--- config.mk ---
export PLATFORM = sky130hd
export DESIGN_NAME = log_record_deframer_unit_flat
export DESIGN_NICKNAME = d
export VERILOG_FILES = /design/src/design/lrd_pkg.sv /design/src/design/lrd_if.sv /design/src/design/lrd_framer.sv /design/src/design/lrd_result_seq.sv /design/src/design/log_record_deframer_unit.sv /design/src/flat_wrapper.sv
export SDC_FILE = /design/constraint.sdc
export NUM_CORES = 1
export LEC_CHECK = 0
export ABC_AREA = 0
export BUFFER_PORTS_ARGS = -buffer_cell sky130_fd_sc_hd__buf_2
export CAP_MARGIN = 0
export CORE_MARGIN = 5
export CORE_UTILIZATION = 40
export DETAILED_ROUTE_END_ITERATION = 8
export REMOVE_ABC_BUFFERS = 1
export SLEW_MARGIN = 20
export SYNTH_ARGS = -nofsm -noshare
export SYNTH_HDL_FRONTEND = slang
export SYNTH_HIERARCHICAL = 1
export SYNTH_SLANG_ARGS = --single-unit
--- constraint.sdc ---
create_clock -name clk -period 10.8 [get_ports clk]
set_clock_uncertainty 0.05 [all_clocks]
set_input_delay 1.08 -clock clk [delete_from_list [all_inputs] [get_ports clk]]
set_output_delay 1.08 -clock clk [all_outputs]
set_load 0.005 [all_outputs]
--- src/design/lrd_pkg.sv ---
// lrd_pkg: shared constants, result kind codes and the bundle types of the
// log record deframer. No dependencies.
package lrd_pkg;

	// header layout and checks
	localparam int unsigned HDR_LEN     = 19;
	localparam int unsigned FILL_W      = 5;
	localparam logic [7:0]  LOG_MARK    = 8'h6C;
	localparam logic [7:0]  LOG_ID_MAX  = 8'd7;
	localparam logic [7:0]  PRIO_MIN    = 8'd2;
	localparam logic [7:0]  PRIO_MAX    = 8'd7;
	localparam logic [31:0] NANOS_LIMIT = 32'd1000000000;

	// result kinds
	typedef enum logic [2:0] {
		KIND_HEADER     = 3'd0,
		KIND_TAG        = 3'd1,
		KIND_MSG        = 3'd2,
		KIND_END        = 3'd3,
		KIND_TRUNC      = 3'd4,
		KIND_REC_TALLY  = 3'd5,
		KIND_SKIP_TALLY = 3'd6
	} kind_t;

	// bits of the pending result mask, in emission order
	localparam int unsigned RB_PRIM  = 0;
	localparam int unsigned RB_END   = 1;
	localparam int unsigned RB_TRUNC = 2;
	localparam int unsigned RB_RTAL  = 3;
	localparam int unsigned RB_STAL  = 4;
	localparam int unsigned RB_N     = 5;

	// header, tag or message result with all its fields
	typedef struct packed {
		kind_t       kind;
		logic [2:0]  log_id;
		logic [2:0]  priority_res;
		logic [15:0] user_id;
		logic [15:0] process_id;
		logic [15:0] thread_id;
		logic [31:0] stamp_seconds;
		logic [29:0] stamp_nanos;
		logic [7:0]  out_byte;
		logic [31:0] count;
	} prim_res_t;

	// result set of one byte, handed from the framer to the sequencer
	typedef struct packed {
		logic             load;
		logic [RB_N-1:0]  mask;
		prim_res_t        prim;
		logic [31:0]      rec_tally;
		logic [31:0]      skip_tally;
	} res_load_t;

endpackage

--- src/design/lrd_if.sv ---
// lrd_byte_if and lrd_result_if: valid/ready channels of the log record
// deframer. Depends on nothing.
interface lrd_byte_if;
	logic       valid;
	logic       ready;
	logic [7:0] data_byte;
	logic       final_byte;

	modport source(output valid, data_byte, final_byte, input ready);
	modport sink(input valid, data_byte, final_byte, output ready);
endinterface

interface lrd_result_if;
	logic        valid;
	logic        ready;
	logic [2:0]  kind;
	logic [2:0]  log_id;
	logic [2:0]  priority_res;
	logic [15:0] user_id;
	logic [15:0] process_id;
	logic [15:0] thread_id;
	logic [31:0] stamp_seconds;
	logic [29:0] stamp_nanos;
	logic [7:0]  out_byte;
	logic [31:0] count;
	logic        last_of_run;

	modport source(output valid, kind, log_id, priority_res, user_id, process_id,
		thread_id, stamp_seconds, stamp_nanos, out_byte, count, last_of_run,
		input ready);
	modport sink(input valid, kind, log_id, priority_res, user_id, process_id,
		thread_id, stamp_seconds, stamp_nanos, out_byte, count, last_of_run,
		output ready);
endinterface

--- src/design/lrd_framer.sv ---
// lrd_framer: input register, header window, record state and tallies; builds
// the result set of each byte. Depends on lrd_pkg and lrd_byte_if.
module lrd_framer #(
	parameter int unsigned MAX_PAYLOAD = 4068
) (
	input  logic               clk,
	input  logic               arst_n,
	lrd_byte_if.sink           in_ch,
	input  logic               can_load,
	output lrd_pkg::res_load_t load
);

	localparam int unsigned PL_W = $clog2(MAX_PAYLOAD + 1);
	localparam logic [16:0] LEN_MAX = 17'(lrd_pkg::HDR_LEN + MAX_PAYLOAD);
	localparam logic [15:0] LEN_MIN = 16'(lrd_pkg::HDR_LEN);
	localparam logic [lrd_pkg::FILL_W-1:0] FILL_FULL = lrd_pkg::FILL_W'(lrd_pkg::HDR_LEN);
	localparam logic [lrd_pkg::FILL_W-1:0] FILL_SLID =
		lrd_pkg::FILL_W'(lrd_pkg::HDR_LEN - 1);

	// input register
	logic [7:0] data_s1;
	logic       fin_s1;
	logic       valid_s1;
	logic       step;

	assign step        = valid_s1 && can_load;
	assign in_ch.ready = !valid_s1 || step;

	always_ff @(posedge clk or negedge arst_n) begin
		if (!arst_n) begin
			valid_s1 <= 1'b0;
		end else if (in_ch.ready) begin
			valid_s1 <= in_ch.valid;
		end
	end

	always_ff @(posedge clk) begin
		if (in_ch.valid && in_ch.ready) begin
			data_s1 <= in_ch.data_byte;
			fin_s1  <= in_ch.final_byte;
		end
	end

	// record state
	logic [7:0]                win_q [lrd_pkg::HDR_LEN];
	logic [lrd_pkg::FILL_W-1:0] fill_q;
	logic                      in_rec_q;
	logic                      in_msg_q;
	logic [PL_W-1:0]           payload_q;
	logic [PL_W-1:0]           nuls_q;
	logic [31:0]               rec_tally_q;
	logic [31:0]               skip_tally_q;

	logic [7:0]                win_n [lrd_pkg::HDR_LEN];
	logic [lrd_pkg::FILL_W-1:0] fill_inc;
	logic                      window_full;
	logic                      hdr_ok;
	logic                      hdr_accept;
	logic                      skip;
	logic                      nul;
	logic                      tag_byte;
	logic                      msg_byte;
	logic                      rec_end;
	logic                      trunc;
	logic [15:0]               len;
	logic [31:0]               nanos;
	logic [PL_W-1:0]           pay_new;
	logic [31:0]               rt_n;
	logic [31:0]               st_n;

	// window fill with the new byte
	always_comb begin
		win_n    = win_q;
		fill_inc = fill_q;
		if (!in_rec_q && fill_q < FILL_FULL) begin
			win_n[fill_q] = data_s1;
			fill_inc      = fill_q + 1'b1;
		end
	end

	// header checks on the filled window
	assign len     = {win_n[2], win_n[1]};
	assign nanos   = {win_n[17], win_n[16], win_n[15], win_n[14]};
	assign pay_new = PL_W'(len - LEN_MIN);
	assign hdr_ok  = (win_n[0] == lrd_pkg::LOG_MARK) && (len > LEN_MIN) &&
		({1'b0, len} <= LEN_MAX) && (win_n[7] <= lrd_pkg::LOG_ID_MAX) &&
		(nanos < lrd_pkg::NANOS_LIMIT) && (win_n[18] >= lrd_pkg::PRIO_MIN) &&
		(win_n[18] <= lrd_pkg::PRIO_MAX);

	assign window_full = !in_rec_q && (fill_inc == FILL_FULL);
	assign hdr_accept  = window_full && hdr_ok;
	assign skip        = window_full && !hdr_ok;

	// payload byte classes
	assign nul      = (data_s1 == 8'd0);
	assign tag_byte = in_rec_q && !in_msg_q && !nul;
	assign msg_byte = in_rec_q && in_msg_q && !nul;
	assign rec_end  = in_rec_q && (payload_q == PL_W'(1));
	assign trunc    = fin_s1 && ((in_rec_q && !rec_end) || hdr_accept);
	assign rt_n     = rec_tally_q + 32'(rec_end);
	assign st_n     = skip_tally_q + 32'(skip);

	// result set for the sequencer
	always_comb begin
		load                     = '0;
		load.load                = step;
		load.mask[lrd_pkg::RB_PRIM]  = hdr_accept || tag_byte || msg_byte;
		load.mask[lrd_pkg::RB_END]   = rec_end;
		load.mask[lrd_pkg::RB_TRUNC] = trunc;
		load.mask[lrd_pkg::RB_RTAL]  = fin_s1;
		load.mask[lrd_pkg::RB_STAL]  = fin_s1;
		load.rec_tally           = rt_n;
		load.skip_tally          = st_n;
		if (hdr_accept) begin
			load.prim.kind          = lrd_pkg::KIND_HEADER;
			load.prim.log_id        = win_n[7][2:0];
			load.prim.priority_res  = win_n[18][2:0];
			load.prim.user_id       = {win_n[4], win_n[3]};
			load.prim.process_id    = {win_n[6], win_n[5]};
			load.prim.thread_id     = {win_n[9], win_n[8]};
			load.prim.stamp_seconds = {win_n[13], win_n[12], win_n[11], win_n[10]};
			load.prim.stamp_nanos   = nanos[29:0];
		end else if (tag_byte) begin
			load.prim.kind     = lrd_pkg::KIND_TAG;
			load.prim.out_byte = data_s1;
		end else begin
			load.prim.kind     = lrd_pkg::KIND_MSG;
			load.prim.out_byte = msg_byte ? data_s1 : 8'd0;
			load.prim.count    = msg_byte ? 32'(nuls_q) : 32'd0;
		end
	end

	// control state update
	always_ff @(posedge clk or negedge arst_n) begin
		if (!arst_n) begin
			fill_q       <= '0;
			in_rec_q     <= 1'b0;
			in_msg_q     <= 1'b0;
			payload_q    <= '0;
			nuls_q       <= '0;
			rec_tally_q  <= '0;
			skip_tally_q <= '0;
		end else if (step) begin
			if (fin_s1) begin
				fill_q       <= '0;
				in_rec_q     <= 1'b0;
				in_msg_q     <= 1'b0;
				payload_q    <= '0;
				nuls_q       <= '0;
				rec_tally_q  <= '0;
				skip_tally_q <= '0;
			end else begin
				rec_tally_q  <= rt_n;
				skip_tally_q <= st_n;
				if (in_rec_q) begin
					payload_q <= payload_q - 1'b1;
					if (rec_end) begin
						in_rec_q <= 1'b0;
						in_msg_q <= 1'b0;
						nuls_q   <= '0;
					end else if (!in_msg_q) begin
						if (nul) begin
							in_msg_q <= 1'b1;
						end
					end else if (nul) begin
						nuls_q <= nuls_q + 1'b1;
					end else begin
						nuls_q <= '0;
					end
				end else if (hdr_accept) begin
					in_rec_q  <= 1'b1;
					in_msg_q  <= 1'b0;
					nuls_q    <= '0;
					payload_q <= pay_new;
					fill_q    <= '0;
				end else if (skip) begin
					fill_q <= FILL_SLID;
				end else begin
					fill_q <= fill_inc;
				end
			end
		end
	end

	// header window: fill, or slide by one byte on a failed check
	always_ff @(posedge clk) begin
		if (step && !in_rec_q) begin
			if (skip) begin
				for (int i = 0; i < lrd_pkg::HDR_LEN - 1; i++) begin
					win_q[i] <= win_n[i + 1];
				end
				win_q[lrd_pkg::HDR_LEN - 1] <= 8'd0;
			end else begin
				win_q <= win_n;
			end
		end
	end

	a_fill_range: assert property (@(posedge clk) disable iff (!arst_n)
		fill_q <= FILL_FULL)
		else $error("window fill beyond header length");
	a_rec_fill: assert property (@(posedge clk) disable iff (!arst_n)
		in_rec_q |-> (fill_q == '0) && (payload_q != '0))
		else $error("record active with window fill or no payload left");
	a_msg_in_rec: assert property (@(posedge clk) disable iff (!arst_n)
		in_msg_q |-> in_rec_q)
		else $error("message phase outside record");
	a_fin_clears: assert property (@(posedge clk) disable iff (!arst_n)
		step && fin_s1 |=> !in_rec_q && (fill_q == '0) && (rec_tally_q == '0))
		else $error("end of buffer did not restore reset state");

endmodule

--- src/design/lrd_result_seq.sv ---
// lrd_result_seq: holds the result set of one byte and emits its results in
// order, one per request. Depends on lrd_pkg and lrd_result_if.
module lrd_result_seq (
	input  logic               clk,
	input  logic               arst_n,
	input  lrd_pkg::res_load_t load,
	output logic               can_load,
	lrd_result_if.source       out_ch
);

	logic [lrd_pkg::RB_N-1:0] mask_q;
	lrd_pkg::prim_res_t       prim_q;
	logic [31:0]              rt_q;
	logic [31:0]              st_q;

	logic [lrd_pkg::RB_N-1:0] lowest;
	logic                     single;
	logic                     pop;
	lrd_pkg::prim_res_t       sel;

	assign lowest   = mask_q & (~mask_q + 1'b1);
	assign single   = (mask_q & (mask_q - 1'b1)) == '0;
	assign pop      = out_ch.valid && out_ch.ready;
	assign can_load = (mask_q == '0) || (single && pop);

	// pending mask
	always_ff @(posedge clk or negedge arst_n) begin
		if (!arst_n) begin
			mask_q <= '0;
		end else if (load.load) begin
			mask_q <= load.mask;
		end else if (pop) begin
			mask_q <= mask_q & ~lowest;
		end
	end

	// result payload
	always_ff @(posedge clk) begin
		if (load.load) begin
			prim_q <= load.prim;
			rt_q   <= load.rec_tally;
			st_q   <= load.skip_tally;
		end
	end

	// pick the first pending result
	always_comb begin
		sel = '0;
		priority if (mask_q[lrd_pkg::RB_PRIM]) begin
			sel = prim_q;
		end else if (mask_q[lrd_pkg::RB_END]) begin
			sel.kind = lrd_pkg::KIND_END;
		end else if (mask_q[lrd_pkg::RB_TRUNC]) begin
			sel.kind = lrd_pkg::KIND_TRUNC;
		end else if (mask_q[lrd_pkg::RB_RTAL]) begin
			sel.kind  = lrd_pkg::KIND_REC_TALLY;
			sel.count = rt_q;
		end else if (mask_q[lrd_pkg::RB_STAL]) begin
			sel.kind  = lrd_pkg::KIND_SKIP_TALLY;
			sel.count = st_q;
		end else begin
			sel = '0;
		end
	end

	assign out_ch.valid         = mask_q != '0;
	assign out_ch.kind          = sel.kind;
	assign out_ch.log_id        = sel.log_id;
	assign out_ch.priority_res  = sel.priority_res;
	assign out_ch.user_id       = sel.user_id;
	assign out_ch.process_id    = sel.process_id;
	assign out_ch.thread_id     = sel.thread_id;
	assign out_ch.stamp_seconds = sel.stamp_seconds;
	assign out_ch.stamp_nanos   = sel.stamp_nanos;
	assign out_ch.out_byte      = sel.out_byte;
	assign out_ch.count         = sel.count;
	assign out_ch.last_of_run   = out_ch.valid && single;

	a_load_free: assert property (@(posedge clk) disable iff (!arst_n)
		load.load |-> (mask_q == '0) || (single && pop))
		else $error("result set loaded over pending results");
	a_end_trunc: assert property (@(posedge clk) disable iff (!arst_n)
		!(mask_q[lrd_pkg::RB_END] && mask_q[lrd_pkg::RB_TRUNC]))
		else $error("record end and truncation in one result set");
	a_drain: assert property (@(posedge clk) disable iff (!arst_n)
		pop && single && !load.load |=> mask_q == '0)
		else $error("last result taken but set not empty");

endmodule

--- src/design/log_record_deframer_unit.sv ---
// log_record_deframer_unit: top level of the log record deframer; framer and
// result sequencer. Depends on lrd_pkg, lrd_if, lrd_framer, lrd_result_seq.
// Path: a byte passes the input register, then the sequencer's pending mask.
// Throughput: one byte per cycle while each byte causes at most one result and
// out_ch.ready is high; a byte with k results (k up to 4) holds the result port.
// Reset: arst_n clears the window fill, record state, tallies and all valids.
module log_record_deframer_unit #(
	parameter int unsigned MAX_PAYLOAD = 4068
) (
	input logic          clk,
	input logic          arst_n,
	lrd_byte_if.sink     in_ch,
	lrd_result_if.source out_ch
);

	lrd_pkg::res_load_t load;
	logic               can_load;

	lrd_framer #(
		.MAX_PAYLOAD(MAX_PAYLOAD)
	) u_framer (
		.clk     (clk),
		.arst_n  (arst_n),
		.in_ch   (in_ch),
		.can_load(can_load),
		.load    (load)
	);

	lrd_result_seq u_seq (
		.clk     (clk),
		.arst_n  (arst_n),
		.load    (load),
		.can_load(can_load),
		.out_ch  (out_ch)
	);

endmodule
--- src/flat_wrapper.sv ---
// flat-port wrapper written by rule: the top's interface ports become plain ports
module log_record_deframer_unit_flat 
#(
	parameter int unsigned MAX_PAYLOAD = 4068
)
  (clk, arst_n, in_ch_valid, in_ch_data_byte, in_ch_final_byte, in_ch_ready, out_ch_valid, out_ch_kind, out_ch_log_id, out_ch_priority_res, out_ch_user_id, out_ch_process_id, out_ch_thread_id, out_ch_stamp_seconds, out_ch_stamp_nanos, out_ch_out_byte, out_ch_count, out_ch_last_of_run, out_ch_ready);
  lrd_byte_if in_ch_i ();
  lrd_result_if out_ch_i ();
  input logic clk;
  input logic arst_n;
  input wire logic [$bits(in_ch_i.valid)-1:0] in_ch_valid;
  input wire logic [$bits(in_ch_i.data_byte)-1:0] in_ch_data_byte;
  input wire logic [$bits(in_ch_i.final_byte)-1:0] in_ch_final_byte;
  output wire logic [$bits(in_ch_i.ready)-1:0] in_ch_ready;
  output wire logic [$bits(out_ch_i.valid)-1:0] out_ch_valid;
  output wire logic [$bits(out_ch_i.kind)-1:0] out_ch_kind;
  output wire logic [$bits(out_ch_i.log_id)-1:0] out_ch_log_id;
  output wire logic [$bits(out_ch_i.priority_res)-1:0] out_ch_priority_res;
  output wire logic [$bits(out_ch_i.user_id)-1:0] out_ch_user_id;
  output wire logic [$bits(out_ch_i.process_id)-1:0] out_ch_process_id;
  output wire logic [$bits(out_ch_i.thread_id)-1:0] out_ch_thread_id;
  output wire logic [$bits(out_ch_i.stamp_seconds)-1:0] out_ch_stamp_seconds;
  output wire logic [$bits(out_ch_i.stamp_nanos)-1:0] out_ch_stamp_nanos;
  output wire logic [$bits(out_ch_i.out_byte)-1:0] out_ch_out_byte;
  output wire logic [$bits(out_ch_i.count)-1:0] out_ch_count;
  output wire logic [$bits(out_ch_i.last_of_run)-1:0] out_ch_last_of_run;
  input wire logic [$bits(out_ch_i.ready)-1:0] out_ch_ready;
  assign in_ch_i.valid = in_ch_valid;
  assign in_ch_i.data_byte = in_ch_data_byte;
  assign in_ch_i.final_byte = in_ch_final_byte;
  assign in_ch_ready = in_ch_i.ready;
  assign out_ch_valid = out_ch_i.valid;
  assign out_ch_kind = out_ch_i.kind;
  assign out_ch_log_id = out_ch_i.log_id;
  assign out_ch_priority_res = out_ch_i.priority_res;
  assign out_ch_user_id = out_ch_i.user_id;
  assign out_ch_process_id = out_ch_i.process_id;
  assign out_ch_thread_id = out_ch_i.thread_id;
  assign out_ch_stamp_seconds = out_ch_i.stamp_seconds;
  assign out_ch_stamp_nanos = out_ch_i.stamp_nanos;
  assign out_ch_out_byte = out_ch_i.out_byte;
  assign out_ch_count = out_ch_i.count;
  assign out_ch_last_of_run = out_ch_i.last_of_run;
  assign out_ch_i.ready = out_ch_ready;
  log_record_deframer_unit #(.MAX_PAYLOAD(MAX_PAYLOAD)) u_core (.clk(clk), .arst_n(arst_n), .in_ch(in_ch_i), .out_ch(out_ch_i));
endmodule
==> flow_metrics.env <==
export IMPL_startpoint_type="flop"
export IMPL_required_ns=11.19
export IMPL_grt_pass1_vias=18800
export IMPL_cts_buffer_depth=3
export IMPL_antenna_found_initial=0
export IMPL_worstPathArrival_ns=7.60
export IMPL_dieWidth_um=260
export IMPL_rrSetupSlack_ns=3.58
export IMPL_mostFrequentLayoutCells="edfxtp_1 (384), nand2_1 (355), a21oi_1 (253), buf_2 (173), inv_1 (157)"
export IMPL_num_rows=91
export IMPL_synth_edff_count=384
export IMPL_clock_latency_ns=0.60
export IMPL_cts_buffers=54
export IMPL_net_switching_power_mw=1.65
export IMPL_die_y_um=260
export IMPL_routed_wl_met3_um=4830
export IMPL_routed_wl_um=70800
export IMPL_rr_startpoint="u_core/u_framer/fill_q[3]$_DFFE_PN0P_"
export IMPL_portBuffers=174
export IMPL_wl_per_cell_um=20.4
export IMPL_ys_warnings_count=6
export IMPL_clock_power_share_pct=33.8
export IMPL_ir_drop_uv=119
export IMPL_cp_max_fo=44
export IMPL_grt_overflow=0
export IMPL_final_cell_area_sq_mm=0.0281
export IMPL_hpwl_um=45200
export IMPL_ios=175
export IMPL_syn_inst=2514
export IMPL_drt_iter0_markers=2169
export IMPL_power_density_mw_per_mm2=194
export IMPL_drcViolationCount=0
export IMPL_cts_resized=0
export IMPL_worstRegToRegCells=17
export IMPL_post_cts_buffers=0
export IMPL_grt_max_degree=130
export IMPL_seq_power_share_pct=47.9
export IMPL_ys_flop_type="edfxtp_1"
export IMPL_syn_area_sq_mm=0.0250
export IMPL_place_inst=3364
export IMPL_cts_tree="done"
export IMPL_cts_clk_slew_worst_paths_ns=0.06
export IMPL_period_needed_ns=7.22
export IMPL_insertedDiodeCount=0
export IMPL_yosysSeqAreaShare_pct=56.1
export IMPL_worstSetupPathType="flop to flop"
export IMPL_maxCapViolCount=0
export IMPL_setup_violations=0
export IMPL_worst_slew_pin_slew_ns=0.983
export IMPL_vias_per_cell=5.63
export IMPL_status="complete, no violations"
export IMPL_timing_final_max_slew_violations=0
export IMPL_core_area_sq_mm=0.0618
export IMPL_period_share_pct=66.8
export IMPL_place_gp_congestion=0.890
export IMPL_p_sw_share_pct=30.3
export IMPL_dieArea_sq_mm=0.0677
export IMPL_antenna_left=0
export IMPL_synth_seq_cells=485
export IMPL_clkSinkCount=485
export IMPL_hold_path_class="input pin to asynchronous set/reset pin"
export IMPL_ctsRootBufferMaster="clkbuf_16"
export IMPL_p_leak_nw=11.5
export IMPL_dr_max_layer_used="met4"
export IMPL_syn2layout_area_growth_pct=12.2
export IMPL_p_int_mw=3.80
export IMPL_grt_pass1_wl_um=109000
export IMPL_dr_pass1_iters=9
export IMPL_fmax_mhz=139
export IMPL_layoutNonFillerInstCount=3462
export IMPL_htree_levels=2
export IMPL_met1Wirelength_um=31500
export IMPL_layout_commonest_cell="edfxtp_1"
export IMPL_ctsHoldBuffers=0
export IMPL_endpoint_kind="flop"
export IMPL_hold_violations=0
export IMPL_comb_power_share_pct=18.3
export IMPL_grt_use_total_pct=20.1
export IMPL_met2_length_um=32700
export IMPL_initial_core_util_pct=40.5
export IMPL_rsz0062_at_grt="no"
export IMPL_nNetsFinal=2608
export IMPL_drive_gt1_share_pct=12.9
export IMPL_synth_async_reset_ratio_pct=20.8
export IMPL_vias=19500
export IMPL_dpl_cell_area_sq_mm=0.0263
export IMPL_syn_area_per_cell_sq_um=9.96
export IMPL_timing_rr_end="u_core/u_framer/skip_tally_q[30]$_DFFE_PN0P_"
export IMPL_slew_headroom_pct=33.9
export IMPL_synth_cell_types=86
## cell families after synthesis
logic type      Yosys count  synth area share, %
simple gates            849                 16.5
xor+xnor                 71                 2.48
fa+ha+maj                12                0.600
compound gates          703                 17.0
mux                      19                0.849
flops                   485                 56.1
other cells               1               0.0150
buf+inv                 374                 6.42
## layout make-up
type | instances | area (sq um)
fill | 5810 | 33700
sequential | 485 | 14100
multi-input combinational | 1675 | 9500
clock buffer | 69 | 1470
timing repair buffer | 204 | 1100
tap | 837 | 1050
inverter | 163 | 622
clock inverter | 29 | 299
## synthesized netlist by cell type, types with 6 or more instances
library cell / n / share of area (%)
buf_1: 11 / 0.16
nand4_1: 16 / 0.40
buf_2: 31 / 0.62
inv_1: 157 / 2.4
nor4_1: 17 / 0.42
buf_6: 7 / 0.31
xnor2_1: 46 / 1.6
dfrtp_1: 101 / 10
buf_4: 26 / 0.78
a21o_1: 6 / 0.18
a222oi_1: 23 / 0.92
a22o_1: 22 / 0.77
a31oi_1: 25 / 0.62
nor3_1: 20 / 0.40
o21ai_0: 112 / 2.2
clkbuf_1: 134 / 2.0
nand2_1: 358 / 5.4
edfxtp_1: 384 / 46
xor2_1: 25 / 0.87
and3_1: 28 / 0.70
and2_1: 144 / 3.6
a22oi_1: 31 / 0.93
nand2b_1: 9 / 0.22
or3_1: 8 / 0.20
a211oi_1: 7 / 0.21
o31ai_1: 40 / 1.2
o21ai_1: 40 / 0.80
mux2i_1: 12 / 0.48
a21oi_1: 253 / 5.1
nand3_1: 67 / 1.3
o22ai_1: 101 / 2.5
ha_1: 12 / 0.60
nor2_1: 134 / 2.0
## per-layer routing
layer / up-vias / GRT usage (%)
li1: 9129 / -
met1: 9480 / 28.8
met2: 778 / 32.1
met3: 116 / 3.00
met4: 0 / 5.77
met5: - / 0.0731
## state kept, by name, summed over array words and instances, names as in the netlist
| name | count |
|---|---|
| u_core/u_framer/fill_q | 5 |
| u_core/u_framer/payload_q | 12 |
| u_core/u_framer/rec_tally_q | 32 |
| u_core/u_framer/fin_s1 | 1 |
| u_core/u_framer/data_s1 | 8 |
| u_core/u_framer/skip_tally_q | 32 |
| u_core/u_framer/in_rec_q | 1 |
| u_core/u_seq/prim_q | 159 |
| u_core/u_seq/st_q | 32 |
| u_core/u_seq/mask_q | 5 |
| u_core/u_framer/nuls_q | 12 |
| u_core/u_framer/in_msg_q | 1 |
| u_core/u_framer/win_q | 152 |
| u_core/u_seq/rt_q | 32 |
| u_core/u_framer/valid_s1 | 1 |
## through the flow
stage	setup WS (ns)	utilization [%]	TNS, ns	power [mW]	hold WS [ns]
final	3.58	45.5	0	5.45	0.435
after global routing	3.05	45.5	0	5.71	0.461
after CTS	3.68	45.4	0	5.49	0.416
after detailed placement	3.79	42.6	0	3.62	0.429
after global placement	4.02	42.6	0	3.61	0.423
after floorplan	-1.23	-	-30.68	3.27	0.399
## power by group through the flow
stage               clock network, mW  registers (mW)  logic [mW]
floorplan                           0            2.62       0.651
global placement                    0            2.63       0.973
detailed placement                  0            2.64       0.985
CTS                              1.89            2.61       0.991
global route                     1.97            2.64        1.10
finish                           1.84            2.61       0.998
## worst max-delay path by stage
stage / start / endpoint / slack [ns] / cells after the start
global route: u_core/u_framer/fill_q[3]$_DFFE_PN0P_ / u_core/u_framer/skip_tally_q[30]$_DFFE_PN0P_ / 3.05 / 17
CTS: u_core/u_framer/fill_q[3]$_DFFE_PN0P_ / u_core/u_framer/skip_tally_q[30]$_DFFE_PN0P_ / 3.68 / 17
floorplan: u_core/u_seq/mask_q[0]$_DFFE_PN0P_ / u_core/u_framer/payload_q[10]$_DFFE_PN0P_ / -1.23 / 6
global placement: u_core/u_framer/fill_q[3]$_DFFE_PN0P_ / u_core/u_framer/skip_tally_q[30]$_DFFE_PN0P_ / 4.02 / 17
detailed placement: u_core/u_framer/fill_q[3]$_DFFE_PN0P_ / u_core/u_framer/skip_tally_q[30]$_DFFE_PN0P_ / 3.79 / 17
finish: u_core/u_framer/fill_q[3]$_DFFE_PN0P_ / u_core/u_framer/skip_tally_q[30]$_DFFE_PN0P_ / 3.58 / 17
## critical path: stages (launching register included)
cell and delay, ns:
dfrtp_1 0.60, nor4_4 0.80, nand2_1 0.63, a221o_1 0.53, nor4_2 0.25, nor4_2 0.14, nand2b_4 0.41, inv_4 0.57
ha_1 0.31, ha_1 0.22, nand2_1 0.09, nor3_1 0.56, nand3_1 0.40, nor2_1 0.52, nand2_1 0.25, nor2_1 0.28
mux2i_1 0.26, o22ai_1 0.12
Note: power is estimated with default switching activity, not from simulation.
